[src/sv/htd_pkg.sv]
`timescale 1ns / 1ps
// Shared types and constants for the table-driven Huffman decoder.
// Used by htd_ctrl, htd_datapath and huffman_table_decoder_core; no dependencies.

package htd_pkg;

   // Sizing of the table, codes and the pending bit buffer.
   localparam int TABLE_DEPTH  = 256;
   localparam int MAX_CODE_LEN = 32;
   localparam int BYTE_W       = 8;
   localparam int MAX_RESULTS  = 8;

   // Fixed field widths of the ports.
   localparam int SYM_W         = 8;
   localparam int LEN_W         = 6;
   localparam int CODE_W        = 32;
   localparam int IDX_W         = 8;
   localparam int ENTRY_COUNT_W = 9;
   localparam int PAD_W         = 3;
   localparam int CSR_INDEX_W   = 2;
   localparam int CSR_DATA_W    = 9;

   // Derived widths.
   localparam int ADDR_W  = $clog2(TABLE_DEPTH);
   localparam int SCAN_W  = $clog2(TABLE_DEPTH + 1);
   localparam int WIN_W   = MAX_CODE_LEN;
   localparam int BUF_W   = MAX_CODE_LEN + BYTE_W;
   localparam int BCNT_W  = $clog2(BUF_W + 1);
   localparam int SH_W    = $clog2(WIN_W + 1);
   localparam int RES_W   = $clog2(MAX_RESULTS + 1);
   localparam int ENTRY_W = SYM_W + LEN_W + CODE_W;
   localparam int CMP_W   = (BCNT_W > LEN_W) ? BCNT_W : LEN_W;

   // Configuration register indexes.
   localparam logic [CSR_INDEX_W-1:0] CSR_ENTRY_COUNT = CSR_INDEX_W'(0);
   localparam logic [CSR_INDEX_W-1:0] CSR_PAD_BITS    = CSR_INDEX_W'(1);

   // Input item operations.
   localparam logic OP_LOAD = 1'b0;
   localparam logic OP_DATA = 1'b1;

   // Controller states.
   typedef enum logic [1:0] {
      ST_IDLE,
      ST_SCAN,
      ST_FINISH
   } state_type;

   // Commands from the controller to the datapath.
   typedef struct packed {
      logic load;        // write one table entry from the request beat
      logic append;      // append the data byte and restart the scan
      logic scan_step;   // advance the table scan by one entry
      logic consume;     // take the matched entry: drop its bits, hold its symbol
      logic emit_held;   // put the held symbol on the result ports
      logic emit_error;  // put an error result on the result ports
      logic emit_last;   // mark the result being put out as the last one
      logic clear_buf;   // empty the pending bit buffer
   } cmd_type;

   // Status from the datapath to the controller.
   typedef struct packed {
      logic hit;         // the entry under test matches the pending bits
      logic exhausted;   // the scan passed every entry without a match
      logic buf_empty;   // no pending bits
      logic err_cond;    // pending bits reach the longest usable code length
      logic last_in;     // the current data byte closes the stream
   } stat_type;

endpackage

[src/sv/htd_ctrl.sv]
`timescale 1ns / 1ps
// Controller state machine of the Huffman decoder: sequences loads, table
// scans and result beats. Depends on htd_pkg.

module htd_ctrl import htd_pkg::*; (
   input  logic     clock,
   input  logic     reset,
   input  logic     start,
   input  logic     req_op,
   output logic     busy,
   output cmd_type  cmd,
   input  stat_type stat
);

   state_type          state_ff, state_in;
   logic [RES_W-1:0]   nres_ff, nres_in;
   logic               held_ff, held_in;
   logic               err_ff, err_in;

   // State and counters.
   always_ff @(posedge clock) begin
      if (reset) begin
         state_ff <= ST_IDLE;
         nres_ff  <= '0;
         held_ff  <= 1'b0;
         err_ff   <= 1'b0;
      end else begin
         state_ff <= state_in;
         nres_ff  <= nres_in;
         held_ff  <= held_in;
         err_ff   <= err_in;
      end
   end

   assign busy = (state_ff != ST_IDLE);

   // Next state and commands.
   always_comb begin
      state_in = state_ff;
      nres_in  = nres_ff;
      held_in  = held_ff;
      err_in   = err_ff;
      cmd      = '0;
      case (state_ff)
         ST_IDLE: begin
            if (start) begin
               if (req_op == OP_LOAD) begin
                  cmd.load = 1'b1;
               end else begin
                  cmd.append = 1'b1;
                  nres_in    = '0;
                  held_in    = 1'b0;
                  err_in     = 1'b0;
                  state_in   = ST_SCAN;
               end
            end
         end
         ST_SCAN: begin
            // Decoding stops once the buffer is empty or the result budget is spent.
            if (stat.buf_empty || (nres_ff == RES_W'(MAX_RESULTS))) begin
               err_in   = 1'b0;
               state_in = ST_FINISH;
            end else begin
               cmd.scan_step = 1'b1;
               if (stat.hit) begin
                  // A new symbol releases the one held before it.
                  cmd.consume   = 1'b1;
                  cmd.emit_held = held_ff;
                  held_in       = 1'b1;
                  nres_in       = nres_ff + 1'b1;
               end else if (stat.exhausted) begin
                  err_in   = stat.err_cond;
                  state_in = ST_FINISH;
               end
            end
         end
         ST_FINISH: begin
            if (err_ff) begin
               if (held_ff) begin
                  cmd.emit_held = 1'b1;
                  held_in       = 1'b0;
               end else begin
                  cmd.emit_error = 1'b1;
                  cmd.emit_last  = 1'b1;
                  cmd.clear_buf  = 1'b1;
                  err_in         = 1'b0;
                  state_in       = ST_IDLE;
               end
            end else begin
               cmd.emit_held = held_ff;
               cmd.emit_last = held_ff;
               cmd.clear_buf = stat.last_in;
               held_in       = 1'b0;
               state_in      = ST_IDLE;
            end
         end
         default: begin
            state_in = ST_IDLE;
         end
      endcase
   end

endmodule

[config.mk]
export PLATFORM = sky130hd
export DESIGN_NAME = htd_ctrl
export DESIGN_NICKNAME = d
export VERILOG_FILES = /design/src/sv/htd_pkg.sv /design/src/sv/htd_ctrl.sv
export SDC_FILE = /design/constraint.sdc
export NUM_CORES = 1
export LEC_CHECK = 0
export ABC_AREA = 0
export BUFFER_PORTS_ARGS = -buffer_cell sky130_fd_sc_hd__buf_2
export CAP_MARGIN = 25
export CORE_AREA = 2 2 39 41
export CTS_BUF_LIST = sky130_fd_sc_hd__clkbuf_8
export CTS_CLUSTER_SIZE = 16
export DETAILED_ROUTE_END_ITERATION = 10
export DIE_AREA = 0 0 41 43
export PLACE_DENSITY = 0.73
export SETUP_SLACK_MARGIN = 0.05
export SYNTH_ARGS = -nofsm -noshare
export SYNTH_HDL_FRONTEND = slang
export SYNTH_SLANG_ARGS = --single-unit
[constraint.sdc]
create_clock -name clock -period 2.3 [get_ports clock]
set_input_delay 0 -clock clock [delete_from_list [all_inputs] [get_ports clock]]
set_output_delay 0 -clock clock [all_outputs]
set_load 0.02 [all_outputs]
# Word level (Yosys, flattened, before mapping)
# Cells that the tools add are included.
[word_totals]
register_bits = 8
latchBits = 0
ram_bits = 0
romBits = 0
out_inout_bits = 9
n_memories = 0
[classes]
addsub = 1
mul = 0
div_mod_pow = 0
magnitude_cmp = 0
n_eq_ne = 10
shifts = 0
muxes = 37
n_bitwise = 0
reduce_logical = 9
[ops]
columns = ["cell", "n"]
rows = [
  ["2-bit 2-to-1 mux", 12],
  ["5-bit AND reduction", 4],
  ["4-bit 2-to-1 mux", 4],
  ["1-bit 2-to-1 mux", 13],
  ["3-bit 2-to-1 mux", 3],
  ["3-bit inequality test (second input constant)", 3],
  ["2-bit inequality test (second input constant)", 4],
  ["4-bit case mux with 2 select lines", 1],
  ["1-bit case mux with 3 select lines", 2],
  ["2-bit case mux with 3 select lines", 1],
  ["4-bit by 1-bit adder with 4-bit output (second input constant)", 1],
  ["4-bit == test (second input constant)", 1],
  ["2-bit nonzero test", 2],
  ["3-bit nonzero test", 1],
  ["2-bit by 1-bit == test with 1-bit output (second input constant)", 1],
  ["2-bit == test (second input constant)", 1],
  ["2-bit logical NOT", 1],
  ["1-bit case mux with 2 select lines", 1],
  ["1-bit logical OR", 1],
]

# Depth between registers and ports, before layout
[logic_depth]
ltp_word = 4
mapped_depth = 6
mapped_depth_nobuf = 6

# Worst setup path after synthesis
# Ideal clock, no wire load.
[synth_path]
path_kind = "register to register"
start = "register state_ff[1]"
end = "register nres_ff[3]"
t_arrival_ns = 1.643
t_required_ns = 2.226
setup_slack_ns = 0.583
stages_incl_launch_ff = 7
period_less_slack_ns = 1.717
cell_sequence = "dfxtp_1 inv_1 ha_1 nand2b_1 or4_1 or3_1 a31oi_1"
[synth_via]
elab_chain_cells = 3
[synth_rtl]
columns = ["element", "line_no", "rtl"]
rows = [
  ["from (decl)", "htd_ctrl.sv:15", "state_type state_ff, state_in;"],
  ["from (signal assigned)", "htd_ctrl.sv:28", "state_ff <= state_in;"],
  ["2-bit by 1-bit == test with 1-bit output / 2-bit logical NOT (equally long branches)", "htd_ctrl.sv:44", "case (state_ff)"],
  ["2-bit inequality test (no line) / 2-bit nonzero test (equally long branches)", "-", ""],
  ["5-bit AND reduction (no line)", "-", ""],
  ["to (signal assigned)", "htd_ctrl.sv:29", "nres_ff <= nres_in;"],
  ["to (decl)", "htd_ctrl.sv:16", "logic [RES_W-1:0] nres_ff, nres_in;"],
]
# Several ways; a longest one is shown, not always the timed one.
# A chain may end at the register's enable or synchronous reset.

# Final worst setup path
# Same ends and word-level chain as after synthesis.

==> results_dict.tcl <==
set metrics [dict create \
    drc 0 \
    dp_hpwl_um 1070 \
    synth_common_cells "ha_1 (9), dfxtp_1 (8), inv_1 (8)" \
    r2r_setup_slack_ps 430 \
    numPortBuffers 17 \
    numClockSinks 8 \
    grt_pass1_wl_um 2180 \
    leakage_nw 0.381 \
    fin_ws_ps 435 \
    synth.avg_cell_area_um2 8.49 \
    grt_start_max_net_pins 10 \
    cts_hold_buf 0 \
    synth_nets 92 \
    fmax_mhz 536 \
    core_mm2 0.00138 \
    synth_mux_area_frac 0.0657 \
    start_util 0.454 \
    yosys.area_share.simple 0.269 \
    synthArstFlopShare 0 \
    h-tree-depth 1 \
    min_period_ps 1870 \
    met3_usage 0.105 \
    nFillCells 130 \
    worst_slew_pin_slew_ps 458 \
    dpl_cell_area_um2 737 \
    max_cap_violations 0 \
    synth.top_cells.by_area "dfxtp_1 (25%), ha_1 (18%), mux2i_1 (4.8%)" \
    drt_iter0_drc 21 \
    postCtsSetupRepairBufs 0 \
    path_max_fanout 5 \
    viasPerCell 5.47 \
    met2_usage 0.250 \
    final.setup.tns_ps 0 \
    min_path_type "in -> reg" \
    synth.distinct_cells 31 \
    irDropWorstVdd_mv 0.679 \
    power_density_mw_per_mm2 853 \
    fin_total_pwr_mw 0.664 \
    rsz0062_at_grt "no" \
    finalCritPeriodShare 0.811 \
    io_pins 18 \
    startpoint_type "register" \
    slew_headroom 0.690 \
    clockBufferDepth 2 \
    num_vias 602 \
    status "complete, no violations" \
    antenna_cells 0 \
    endpoint_kind "register" \
    grt_pass1_vias 554 \
    grtUsageTotal 0.185 \
    cts_tree "done" \
    clock_skew_ps 12.7 \
    nets 114 \
    synth_area_um2 628 \
    ys_seq_area_frac 0.255 \
    worstPathArrival_ps 2040 \
    slew_violations 0 \
    grt-busiest-layer "met2" \
    cts_resized 0 \
    drtPass1Iterations 4 \
    yosysWarningCount 0 \
    insertion_delay_ps 240 \
    synth_compound_gate_area_share 0.177 \
    grt-ovfl-total 0 \
    synth_edf_count 0 \
    cts_made_buffers 3 \
    place_congestion 0.826 \
    synth_flop_cell "dfxtp_1" \
    synth_top_cell_by_area "dfxtp_1" \
    finish.instance_area_um2 778 \
    syn_to_final_growth_pct 23.9 \
    drtAntennaViolNets 0 \
    num_rows 14 \
    antenna_found_initial 0 \
    synthXorXnorAreaFrac 0 \
    cts_root_buffer "clkbuf_8" \
    path_clk_slew_ps 50 \
    die_area_mm2 0.00176 \
    die_h_um 43 \
    critical_path_class "reg -> reg" \
    synth_fa_ha_area_frac 0.179 \
    setup_viol 0 \
    hold_ws_ps 46.8 \
    ys_seq_elements 8 \
    grtUsageMet1 0.227 \
    synth_top_area_share 0.255 \
    critPathRequiredTime_ps 2470 \
    die_x_um 41 \
    final_hold_viol_count 0 \
    wirelength_um 1400 \
    yosysMostFrequentCell "ha_1" \
    synth_top_family_by_area "simple AND/OR/NAND/NOR gates" \
    drive_above_1_share 0.245 \
    drt-wirelength-per-cell_um 12.7 \
    place_ws_ps 459 \
    synth_cells 74 \
]
-- routing by layer --
| metal | vias up | wire [um] |
|---|---|---|
| li1 | 307 | - |
| met1 | 263 | 602 |
| met2 | 28 | 648 |
| met3 | 4 | 131 |
| met4 | 0 | 18 |
| met5 | - | 0 |
-- cells by family after synthesis --
logic type	Yosys count
and+or+nand+nor	30
AOI/OAI and AO/OA	14
buffers and inverters	9
adders and majority gates	9
DFF	8
muxes	4
-- state kept, by name (all words and copies together) (netlist names) --
| register | count |
|---|---|
| held_ff | 1 |
| state_ff | 2 |
| nres_ff | 4 |
| err_ff | 1 |
-- per-stage QoR --
| step | utilization | std cells |
|---|---|---|
| floorplan | - | 74 |
| global placement | 0.533 | 107 |
| detailed placement | 0.533 | 107 |
| CTS | 0.562 | 110 |
| global route | 0.562 | 110 |
| finish | 0.562 | 110 |
-- where the power goes --
group | internal, mW | switching [mW]
sequential | 0.156 | 0.0161
clock | 0.114 | 0.0645
combinational | 0.124 | 0.189
total | 0.394 | 0.270
-- worst max-delay path: stages, from the launching register on --
cell      delay, ps
dfxtp_1         330
inv_1           110
ha_1            260
nand2b_1        150
or4_1           500
or3_1           320
a31oi_1         150
-- worst paths after layout --
path                                  start          to  cells after the start
worst max-delay path            state_ff[1]  nres_ff[3]                      6
worst min-delay path                  reset  nres_ff[3]                      2
worst max register to register  state_ff[1]  nres_ff[3]                      6
worst min register to register   nres_ff[1]  nres_ff[1]                      1
-- layout by cell type, fill, tap and decap left out, drive strengths merged --
| cell | instances |
|---|---|
| a21bo | 1 |
| a21boi | 1 |
| a21oi | 2 |
| a221oi | 1 |
| a22o | 1 |
| a31oi | 1 |
| a32o | 1 |
| and2 | 1 |
| and3 | 1 |
| and3b | 1 |
| buf | 18 |
| clkbuf | 3 |
| dfxtp | 8 |
| ha | 9 |
| inv | 8 |
| mux2 | 1 |
| mux2i | 3 |
| nand2 | 6 |
| nand2b | 1 |
| nand3 | 1 |
| nand3b | 2 |
| nand4b | 3 |
| nor2 | 5 |
| nor2b | 4 |
| nor3 | 3 |
| o211a | 1 |
| o211ai | 2 |
| o2bb2ai | 1 |
| o311ai | 1 |
| o31ai | 1 |
| or3 | 1 |
| or4 | 1 |
-- cell type report --
cell class | count | area (um2) | area share
Multi-Input combinational cell | 57 | 434 | 0.558
Sequential cell | 8 | 160 | 0.206
Inverter | 8 | 30.0 | 0.0386
Clock buffer | 3 | 41.3 | 0.0531
Timing Repair Buffer | 18 | 92.6 | 0.119
Tap cell | 16 | 20.0 | 0.0257
(Power assumes the default switching activity.)
